[src/rtl/core/s2cd_pkg.sv]
// s2cd_pkg: constants and helpers for the seconds-to-calendar-date pipeline.
// No dependencies; imported by seconds_to_calendar_date_top and its testbench.
package s2cd_pkg;

  // Seconds from 1970-01-01 to 2000-01-01
  localparam logic [31:0] SECS_TO_2000 = 32'd946684800;

  // Reciprocal constants: floor(x * M >> K) == x / d over the ranges used
  localparam logic [30:0] RECIP_15     = 31'd1145324613;  // 2^34 / 15, rounded up
  localparam int          RECIP_15_SH  = 34;
  localparam logic [18:0] RECIP_3      = 19'd349526;      // 2^20 / 3, rounded up
  localparam int          RECIP_3_SH   = 20;
  localparam logic [15:0] RECIP_1461   = 16'd45934;       // 2^26 / 1461, rounded up
  localparam int          RECIP_1461_SH = 26;

  localparam logic [15:0] DAYS_PER_QUAD = 16'd1461;
  localparam logic [10:0] YEAR1_START   = 11'd366;
  localparam logic [10:0] YEAR2_START   = 11'd731;
  localparam logic [10:0] YEAR3_START   = 11'd1096;

  localparam logic [7:0] YEAR_BASE = 8'd100;

  localparam logic [3:0] LAST_MONTH = 4'd11;

  // First day-of-year (0 based) of each month; leap years shift March on by one
  function automatic logic [8:0] month_start(input logic [3:0] mon, input logic leap);
    logic [8:0] base;
    base = 9'd0;
    case (mon)
      4'd0:    base = 9'd0;
      4'd1:    base = 9'd31;
      4'd2:    base = 9'd59;
      4'd3:    base = 9'd90;
      4'd4:    base = 9'd120;
      4'd5:    base = 9'd151;
      4'd6:    base = 9'd181;
      4'd7:    base = 9'd212;
      4'd8:    base = 9'd243;
      4'd9:    base = 9'd273;
      4'd10:   base = 9'd304;
      4'd11:   base = 9'd334;
      default: base = 9'd0;
    endcase
    if (leap && (mon >= 4'd2)) begin
      base = base + 9'd1;
    end
    return base;
  endfunction

endpackage

[src/rtl/core/seconds_to_calendar_date_top.sv]
// seconds_to_calendar_date_top: ten-stage pipeline turning a seconds count since
// 1970 into calendar fields from year 2000. Uses s2cd_pkg.

// Converts a 32-bit seconds count since 1970-01-01 00:00:00 into year (minus 1900),
// month 0..11, day 1..31, hour, minute and second. Every fourth year from 2000 is
// leap, with no century rule. Counts before 2000 set out_before_epoch and zero all
// other fields. The pipeline takes one transfer per cycle while it is not stalled;
// out_valid rises once the transfer has passed through every stage register. The
// single global stage enable holds the whole pipe while out_stall is high and a
// result is waiting. Divisions by 60, 60 and 24 are reciprocal multiplies, each in
// its own stage, followed by a 4-year split, a year-in-quad compare and a month
// lookup.
module seconds_to_calendar_date_top
  import s2cd_pkg::*;
(
  input  logic        clk,
  input  logic        rst_n,
  input  logic        in_valid,
  output logic        in_stall,
  input  logic [31:0] in_seconds_count,
  output logic        out_valid,
  input  logic        out_stall,
  output logic        out_before_epoch,
  output logic [7:0]  out_year_since_1900,
  output logic [3:0]  out_month_index,
  output logic [4:0]  out_day_of_month,
  output logic [4:0]  out_hour_of_day,
  output logic [5:0]  out_minute_of_hour,
  output logic [5:0]  out_second_of_minute
);

  localparam int NUM_STAGES = 10;

  logic                  adv;
  logic [NUM_STAGES-1:0] vld_r;

  // stage 1
  logic        bef1_r;
  logic [31:0] t1_r;
  // stage 2
  logic        bef2_r;
  logic [31:0] t2_r;
  logic [60:0] prod1_r;
  // stage 3
  logic        bef3_r;
  logic [5:0]  sec3_r;
  logic [25:0] q1_3_r;
  logic [54:0] prod2_r;
  // stage 4
  logic        bef4_r;
  logic [5:0]  sec4_r, min4_r;
  logic [19:0] q2_4_r;
  logic [35:0] prod3_r;
  // stage 5
  logic        bef5_r;
  logic [5:0]  sec5_r, min5_r;
  logic [4:0]  hr5_r;
  logic [15:0] days5_r;
  // stage 6
  logic        bef6_r;
  logic [5:0]  sec6_r, min6_r;
  logic [4:0]  hr6_r;
  logic [15:0] days6_r;
  logic [31:0] prod4_r;
  // stage 7
  logic        bef7_r;
  logic [5:0]  sec7_r, min7_r;
  logic [4:0]  hr7_r;
  logic [4:0]  quad7_r;
  logic [10:0] rem7_r;
  // stage 8
  logic        bef8_r;
  logic [5:0]  sec8_r, min8_r;
  logic [4:0]  hr8_r;
  logic [6:0]  yoff8_r;
  logic        leap8_r;
  logic [8:0]  doy8_r;
  // stage 9
  logic        bef9_r;
  logic [5:0]  sec9_r, min9_r;
  logic [4:0]  hr9_r;
  logic [6:0]  yoff9_r;
  logic        leap9_r;
  logic [8:0]  doy9_r;
  logic [3:0]  mon9_r;
  // stage 10 (output)
  logic        bef10_r;
  logic [7:0]  year10_r;
  logic [3:0]  mon10_r;
  logic [4:0]  day10_r;
  logic [4:0]  hr10_r;
  logic [5:0]  min10_r, sec10_r;

  // combinational next values
  logic        bef1_nxt;
  logic [31:0] t1_nxt;
  logic [60:0] prod1_nxt;
  logic [25:0] q1_nxt;
  logic [5:0]  sec3_nxt;
  logic [54:0] prod2_nxt;
  logic [19:0] q2_nxt;
  logic [5:0]  min4_nxt;
  logic [35:0] prod3_nxt;
  logic [15:0] days5_nxt;
  logic [4:0]  hr5_nxt;
  logic [31:0] prod4_nxt;
  logic [4:0]  quad7_nxt;
  logic [10:0] rem7_nxt;
  logic [1:0]  yq8_nxt;
  logic [10:0] ybase8_nxt;
  logic [6:0]  yoff8_nxt;
  logic [8:0]  doy8_nxt;
  logic [3:0]  mon9_nxt;
  logic [8:0]  mstart10_nxt;
  logic [4:0]  day10_nxt;

  // whole pipe moves unless a finished result is held
  assign adv      = !(vld_r[NUM_STAGES-1] && out_stall);
  assign in_stall = !adv;

  // stage 1: epoch check and offset
  assign bef1_nxt = in_seconds_count < SECS_TO_2000;
  assign t1_nxt   = in_seconds_count - SECS_TO_2000;

  // stage 2: t / 60 as (t >> 2) / 15
  assign prod1_nxt = 61'(t1_r[31:2] * RECIP_15);

  // stage 3: seconds, then minutes count / 60
  assign q1_nxt    = prod1_r[RECIP_15_SH +: 26];
  assign sec3_nxt  = 6'(t2_r - ({q1_nxt, 6'b0} - {q1_nxt, 2'b0}));
  assign prod2_nxt = 55'(q1_nxt[25:2] * RECIP_15);

  // stage 4: minutes, then hours count / 24 as (h >> 3) / 3
  assign q2_nxt    = prod2_r[RECIP_15_SH +: 20];
  assign min4_nxt  = 6'(q1_3_r - ({q2_nxt, 6'b0} - {q2_nxt, 2'b0}));
  assign prod3_nxt = 36'(q2_nxt[19:3] * RECIP_3);

  // stage 5: days and hour
  assign days5_nxt = prod3_r[RECIP_3_SH +: 16];
  assign hr5_nxt   = 5'(q2_4_r - ({days5_nxt, 4'b0} + {1'b0, days5_nxt, 3'b0}));

  // stage 6: 4-year quads
  assign prod4_nxt = 32'(days5_r * RECIP_1461);

  // stage 7: quad index and day within quad
  assign quad7_nxt = prod4_r[RECIP_1461_SH +: 5];
  assign rem7_nxt  = 11'(days6_r - 16'({11'd0, quad7_nxt} * DAYS_PER_QUAD));

  // stage 8: year within quad; first year of each quad is leap
  always_comb begin
    yq8_nxt    = 2'd0;
    ybase8_nxt = 11'd0;
    if (rem7_r >= YEAR3_START) begin
      yq8_nxt    = 2'd3;
      ybase8_nxt = YEAR3_START;
    end else if (rem7_r >= YEAR2_START) begin
      yq8_nxt    = 2'd2;
      ybase8_nxt = YEAR2_START;
    end else if (rem7_r >= YEAR1_START) begin
      yq8_nxt    = 2'd1;
      ybase8_nxt = YEAR1_START;
    end
  end
  assign yoff8_nxt = {quad7_r, yq8_nxt};
  assign doy8_nxt  = 9'(rem7_r - ybase8_nxt);

  // stage 9: month by compare against month starts
  always_comb begin
    mon9_nxt = 4'd0;
    for (int k = 1; k <= int'(LAST_MONTH); k++) begin
      if (doy8_r >= month_start(4'(k), leap8_r)) begin
        mon9_nxt = 4'(k);
      end
    end
  end

  // stage 10: day of month
  assign mstart10_nxt = month_start(mon9_r, leap9_r);
  assign day10_nxt    = 5'(doy9_r - mstart10_nxt + 9'd1);

  always_ff @(posedge clk) begin
    if (!rst_n) begin
      vld_r <= '0;
    end else if (adv) begin
      vld_r <= {vld_r[NUM_STAGES-2:0], in_valid};
    end
  end

  always_ff @(posedge clk) begin
    if (adv) begin
      bef1_r  <= bef1_nxt;
      t1_r    <= t1_nxt;

      bef2_r  <= bef1_r;
      t2_r    <= t1_r;
      prod1_r <= prod1_nxt;

      bef3_r  <= bef2_r;
      sec3_r  <= sec3_nxt;
      q1_3_r  <= q1_nxt;
      prod2_r <= prod2_nxt;

      bef4_r  <= bef3_r;
      sec4_r  <= sec3_r;
      min4_r  <= min4_nxt;
      q2_4_r  <= q2_nxt;
      prod3_r <= prod3_nxt;

      bef5_r  <= bef4_r;
      sec5_r  <= sec4_r;
      min5_r  <= min4_r;
      hr5_r   <= hr5_nxt;
      days5_r <= days5_nxt;

      bef6_r  <= bef5_r;
      sec6_r  <= sec5_r;
      min6_r  <= min5_r;
      hr6_r   <= hr5_r;
      days6_r <= days5_r;
      prod4_r <= prod4_nxt;

      bef7_r  <= bef6_r;
      sec7_r  <= sec6_r;
      min7_r  <= min6_r;
      hr7_r   <= hr6_r;
      quad7_r <= quad7_nxt;
      rem7_r  <= rem7_nxt;

      bef8_r  <= bef7_r;
      sec8_r  <= sec7_r;
      min8_r  <= min7_r;
      hr8_r   <= hr7_r;
      yoff8_r <= yoff8_nxt;
      leap8_r <= (yq8_nxt == 2'd0);
      doy8_r  <= doy8_nxt;

      bef9_r  <= bef8_r;
      sec9_r  <= sec8_r;
      min9_r  <= min8_r;
      hr9_r   <= hr8_r;
      yoff9_r <= yoff8_r;
      leap9_r <= leap8_r;
      doy9_r  <= doy8_r;
      mon9_r  <= mon9_nxt;

      // counts before 2000 report all-zero fields
      bef10_r  <= bef9_r;
      year10_r <= bef9_r ? 8'd0 : ({1'b0, yoff9_r} + YEAR_BASE);
      mon10_r  <= bef9_r ? 4'd0 : mon9_r;
      day10_r  <= bef9_r ? 5'd0 : day10_nxt;
      hr10_r   <= bef9_r ? 5'd0 : hr9_r;
      min10_r  <= bef9_r ? 6'd0 : min9_r;
      sec10_r  <= bef9_r ? 6'd0 : sec9_r;
    end
  end

  assign out_valid            = vld_r[NUM_STAGES-1];
  assign out_before_epoch     = bef10_r;
  assign out_year_since_1900  = year10_r;
  assign out_month_index      = mon10_r;
  assign out_day_of_month     = day10_r;
  assign out_hour_of_day      = hr10_r;
  assign out_minute_of_hour   = min10_r;
  assign out_second_of_minute = sec10_r;

endmodule

[config.mk]
export PLATFORM = sky130hd
export DESIGN_NAME = seconds_to_calendar_date_top
export DESIGN_NICKNAME = d
export VERILOG_FILES = /design/src/rtl/core/s2cd_pkg.sv /design/src/rtl/core/seconds_to_calendar_date_top.sv
export SDC_FILE = /design/constraint.sdc
export NUM_CORES = 2
export LEC_CHECK = 0
export BUFFER_PORTS_ARGS = -buffer_cell sky130_fd_sc_hd__buf_2
export CORE_MARGIN = 2
export CORE_UTILIZATION = 62
export CTS_CLUSTER_SIZE = 16
export DETAILED_ROUTE_END_ITERATION = 16
export PLACE_DENSITY = 0.79
export SYNTH_ARGS = -nofsm -noshare
export SYNTH_HDL_FRONTEND = slang
export SYNTH_SLANG_ARGS = --single-unit
[constraint.sdc]
create_clock -name clk -period 13.3 [get_ports clk]
set_input_delay 0.665 -clock clk [delete_from_list [all_inputs] [get_ports clk]]
set_output_delay 0.665 -clock clk [all_outputs]
set_load 0.1 [all_outputs]
# == After elaboration in Yosys (flattened, before gate mapping) ==
# Memories as Yosys holds them, arrays and structs flattened.
# Cells that the tools add are included.
# word_totals
output_inout_bits,37
wordCells,123
inputBits,36
mem_bits_rw,0
mem_bits_ro,144
register_bits,462
memories,1
latchBits,0
# op_classes
mul,5
n_eq_ne,0
n_mux,27
n_shift,0
addsub,13
div,0
magnitude_cmp,16
reduce_logical,5
bitwise_logic,0
# memory_table
memory,words,width,read_ports,rd_ports_with_merged_regs,wr,line,source
(name not given),16,9,1,0,0,s2cd_pkg.sv:29,case (mon)
# ops
operator,n
$mul A30 B31 Y60 const B,1
$mul A24 B31 Y54 const B,1
$ge A9 B8 Y1,4
$mul A17 B18 Y35 const B,1
$lt A32 B30 Y1 const B,1
$sub A32 B30 Y32 const B,1
$mul A16 B15 Y30 const B,1
$ge A9 B9 Y1,3
$mux W9,3
$ge A9 B7 Y1,2
$mux W3,6
$mux W2,8
$sub A1 B6 Y6 const A,2
$sub A6 B6 Y6,2
$ge A11 B10 Y1 const B,1
$ge A11 B11 Y1 const B,1
$ge A11 B9 Y1 const B,1
$mul A5 B11 Y11 const B,1
$sub A11 B11 Y11,1
$add A5 B1 Y5 const B,2
$sub A5 B5 Y5,2
$ge A9 B5 Y1 const B,1
$ge A9 B6 Y1,1
$sub A9 B9 Y9,1
10 further kinds,18

# == Depth between registers and ports, before layout ==
# depth
ltp_word,11
mapped_depth,25
depth_no_buf,24

# == Worst setup path after synthesis ==
# No wires, ideal clock.
# synth_path
path_kind,flip-flop to flip-flop
from,register vld_r[9]
to,register bef1_r (enable)
slack_ns,2.267
t_arrival_ns,10.197
path_buffers,1
setup_time_ns,0.836
path_stages_with_launch,3
required_ns,12.464
period_less_slack_ns,11.033
path_cell_list,dfxtp_1 nand2_1 clkbuf_1
# synth_via
elab_chain_cells,1
# synth_lines
item,line,source
"start, declared",seconds_to_calendar_date_top.sv:35,logic [NUM_STAGES-1:0] vld_r;
"start signal, assigned",seconds_to_calendar_date_top.sv:185,"vld_r <= {vld_r[NUM_STAGES-2:0], in_valid};"
$logic_and A1 B1 Y1,seconds_to_calendar_date_top.sv:118,assign adv = !(vld_r[NUM_STAGES-1] && out_stall);
"end signal, assigned",seconds_to_calendar_date_top.sv:191,bef1_r <= bef1_nxt;
"end, declared",seconds_to_calendar_date_top.sv:38,logic bef1_r;
# No other way between the ends.
# A chain may end at the register's enable or synchronous reset.

# == Worst setup path in the final report ==
# layout_path
from,register t1_r[8]
to,"register prod1_r[54], data pin"
# layout_via
elab_chain_cells,1
# layout_lines
item,line,source
"start, declared",seconds_to_calendar_date_top.sv:39,logic [31:0] t1_r;
"start signal, assigned",seconds_to_calendar_date_top.sv:192,t1_r <= t1_nxt;
$mul A30 B31 Y60,seconds_to_calendar_date_top.sv:126,assign prod1_nxt = 61'(t1_r[31:2] * RECIP_15);
via prod1_nxt[54],seconds_to_calendar_date_top.sv:97,logic [60:0] prod1_nxt;
"end signal, assigned",seconds_to_calendar_date_top.sv:196,prod1_r <= prod1_nxt;
"end, declared",seconds_to_calendar_date_top.sv:43,logic [60:0] prod1_r;
# The timed path passes the listed nets, and every way through them passes these cells.

==> metrics.yaml <==
timing:
  layout_setup_ws_ps: 6590
  rsz0062_at_grt: "no"
  setup_viol: 0
  period_needed_ps: 6710
  worst_slew_pin_slew_ps: 1150
  period_share: 0.504
  tns_ps: 0
  relSlewSlack: 0.231
  clock.fmax_mhz: 149
  drv_slew: 0
  hold_viol: 0
  clock_skew_ps: 24.9
die:
  die_height_um: 246
  io_pins: 73
  num_rows: 88
  start_util: 0.629
  die_width_um: 246
  coreArea_mm2: 0.0579
  fp.dieArea_mm2: 0.0608
run:
  maxCapViolCount: 0
logic_synthesis:
  yosysTopAreaCell: "edfxtp_1"
  synth_edf_count: 340
  yosys.area.top_type_share: 0.280
  syn_inst: 3108
  yosysWarnings: 0
  synth_top_flop_cell: "edfxtp_1"
  synthesis.area_mm2: 0.0365
  synth_seq_area_share: 0.286
  avgSynthCellArea_um2: 11.7
  ys_ff_latch: 350
  syn-num-nets: 4321
  synthArstFlopShare: 0
  synth.distinct_cells: 77
  netlist_top_cells_area: "edfxtp_1, ha_1, fa_1"
setup_path:
  path_buf_inv: 2
  slowest_delay_ps: 670
  worstPathArrival_ps: 7020
  slowest_stage: "fa_1"
  end_kind: "flop"
  worstPathCellList: "ha_1 > ha_1 > inv_1 > fa_1 > fa_1 > fa_1 > inv_1 > fa_1 > ha_1 > ha_1 > a21o_1 > a31o_2 > a311oi_1 > o21ai_1 > o21ai_2 > o21bai_2 > a2111oi_2 > o41ai_2 > xor2_1"
  worstPathMaxFanout: 5
  required_ps: 13620
  path_class: "flop to flop"
  start_kind: "flop"
  cp_top_family: "adder cells"
clock_network:
  cts_hold_buffers: 0
  cts_tree: "yes"
  cts_setup_buffers: 0
  clock_path_buffers: 3
  htree_levels: 2
  path_clk_slew_ps: 60
  clk_latency_ps: 580
  postCtsResizedCells: 0
  cts.sinks: 350
  cts_root_buf: "clkbuf_16"
  numCtsBuffers: 38
finish:
  fillers: 4278
  final_common_cell: "ha_1"
  nNetsFinal: 4425
  drive_above_1_share: 0.0478
  postLayoutCoreUtil: 0.674
  syn_to_final_growth_pct: 7.09
  mostFrequentLayoutCells: "ha_1, inv_1, fa_1, edfxtp_1, a21oi_1"
placed_design:
  io_buffers: 72
  hpwl_um: 60800
  place_ws_ps: 6590
  gp_congestion: 0.931
worst_hold_path:
  hp-class: "input pin to flop"
drt:
  firstDrtPassIters: 7
  num_vias: 22344
  routedWlPerCell_um: 18.0
  vias_per_cell: 5.58
  drt_wl_total_um: 72200
  drc: 0
  drt_iter0_drc: 1066
  ant_nets: 0
grt:
  grt_pass1_wl_um: 121000
  grt_usage: 0.251
  grt_overflow: 0
  antenna_found_initial: 1
  grt_pass1_vias: 24264
  grt_max_degree: 80
status:
  status: "finished, final reports clean"
[registers in the layout (all words and copies together) (netlist names), 7 cells and up]
name and flops:
vld_r 10, days6_r 11, rem7_r 11, days5_r 16
t1_r 32, prod1_r 26, out_year_since_1900 8, prod3_r 16
doy8_r 9, yoff8_r 7, yoff9_r 7, prod2_r 20
[final timing paths]
path                                          start                    end  slack, ps  cells after the start
worst max-delay path              t1_r[8]$_DFFE_PN_  prod1_r[54]$_DFFE_PN_       6590                     19
worst min-delay path            in_seconds_count[3]      t1_r[3]$_DFFE_PN_        260                      1
worst max register to register    t1_r[8]$_DFFE_PN_  prod1_r[54]$_DFFE_PN_       6590                     19
worst min register to register   hr6_r[0]$_DFFE_PN_     hr7_r[0]$_DFFE_PN_        400                      0
[stage by stage]
stage | hold WS (ps) | cell area (µm²) | cells
final | 264 | 39000 | 4006
after global routing | 246 | 39000 | 4006
after CTS | 236 | 39000 | 4005
after detailed placement | 405 | 37800 | 3937
after global placement | 401 | 37800 | 3937
after floorplan | 400 | 36500 | 3108
[layer usage]
layer	GRT usage	wire length, µm	up-vias
li1	-	-	10695
met1	0.338	32500	11081
met2	0.426	34700	456
met3	0.0363	3160	112
met4	0.0680	1750	0
met5	0	0	-
[synthesized netlist by cell type, types with 4 or more instances]
cell type / n
dfxtp_1: 10
o21ai_0: 57
or2_2: 7
fa_1: 411
inv_1: 697
xnor2_1: 90
a211o_1: 5
nand3_1: 23
and2_1: 8
a21boi_0: 14
clkbuf_1: 11
nor3_1: 21
a21oi_1: 104
edfxtp_1: 340
nor2_1: 79
nand2_1: 86
a31o_2: 4
nand4_1: 25
and4_1: 6
o21bai_1: 7
nor4_1: 8
o31ai_1: 6
a211oi_1: 12
nor2b_1: 40
o21a_1: 15
nor3b_1: 4
a2111oi_0: 4
a31oi_1: 15
o211ai_1: 10
a21o_1: 85
ha_1: 766
and3_1: 14
a41o_1: 4
nand2b_1: 17
xor2_1: 43
[kinds of logic (layout without fill, tap and decap cells)]
group	count (synthesis)	in the layout	synth area share
DFF	350	350	0.286
adders and majority gates	1177	1177	0.489
and+or+nand+nor	349	349	0.0480
buffers and inverters	709	841	0.0730
AOI/OAI and AO/OA	387	387	0.0719
xor gates and xnor gates	134	134	0.0324
other	0	1	0
muxes	2	2	0.000583
[area by class of cell]
type / count / area, µm² / share of cell area
Tap cell: 765 / 957 / 0.0245
Clock buffer: 42 / 966 / 0.0247
Multi-Input combinational cell: 2049 / 23400 / 0.599
Sequential cell: 350 / 10400 / 0.267
Antenna cell: 1 / 2.50 / 0.0000641
Clock inverter: 26 / 305 / 0.00782
Timing Repair Buffer: 76 / 390 / 0.0100
Inverter: 697 / 2620 / 0.0670
Power is left out: the tool's default activity adds up to more than one toggle a clock period on the data nets, which glitch-free logic cannot reach.
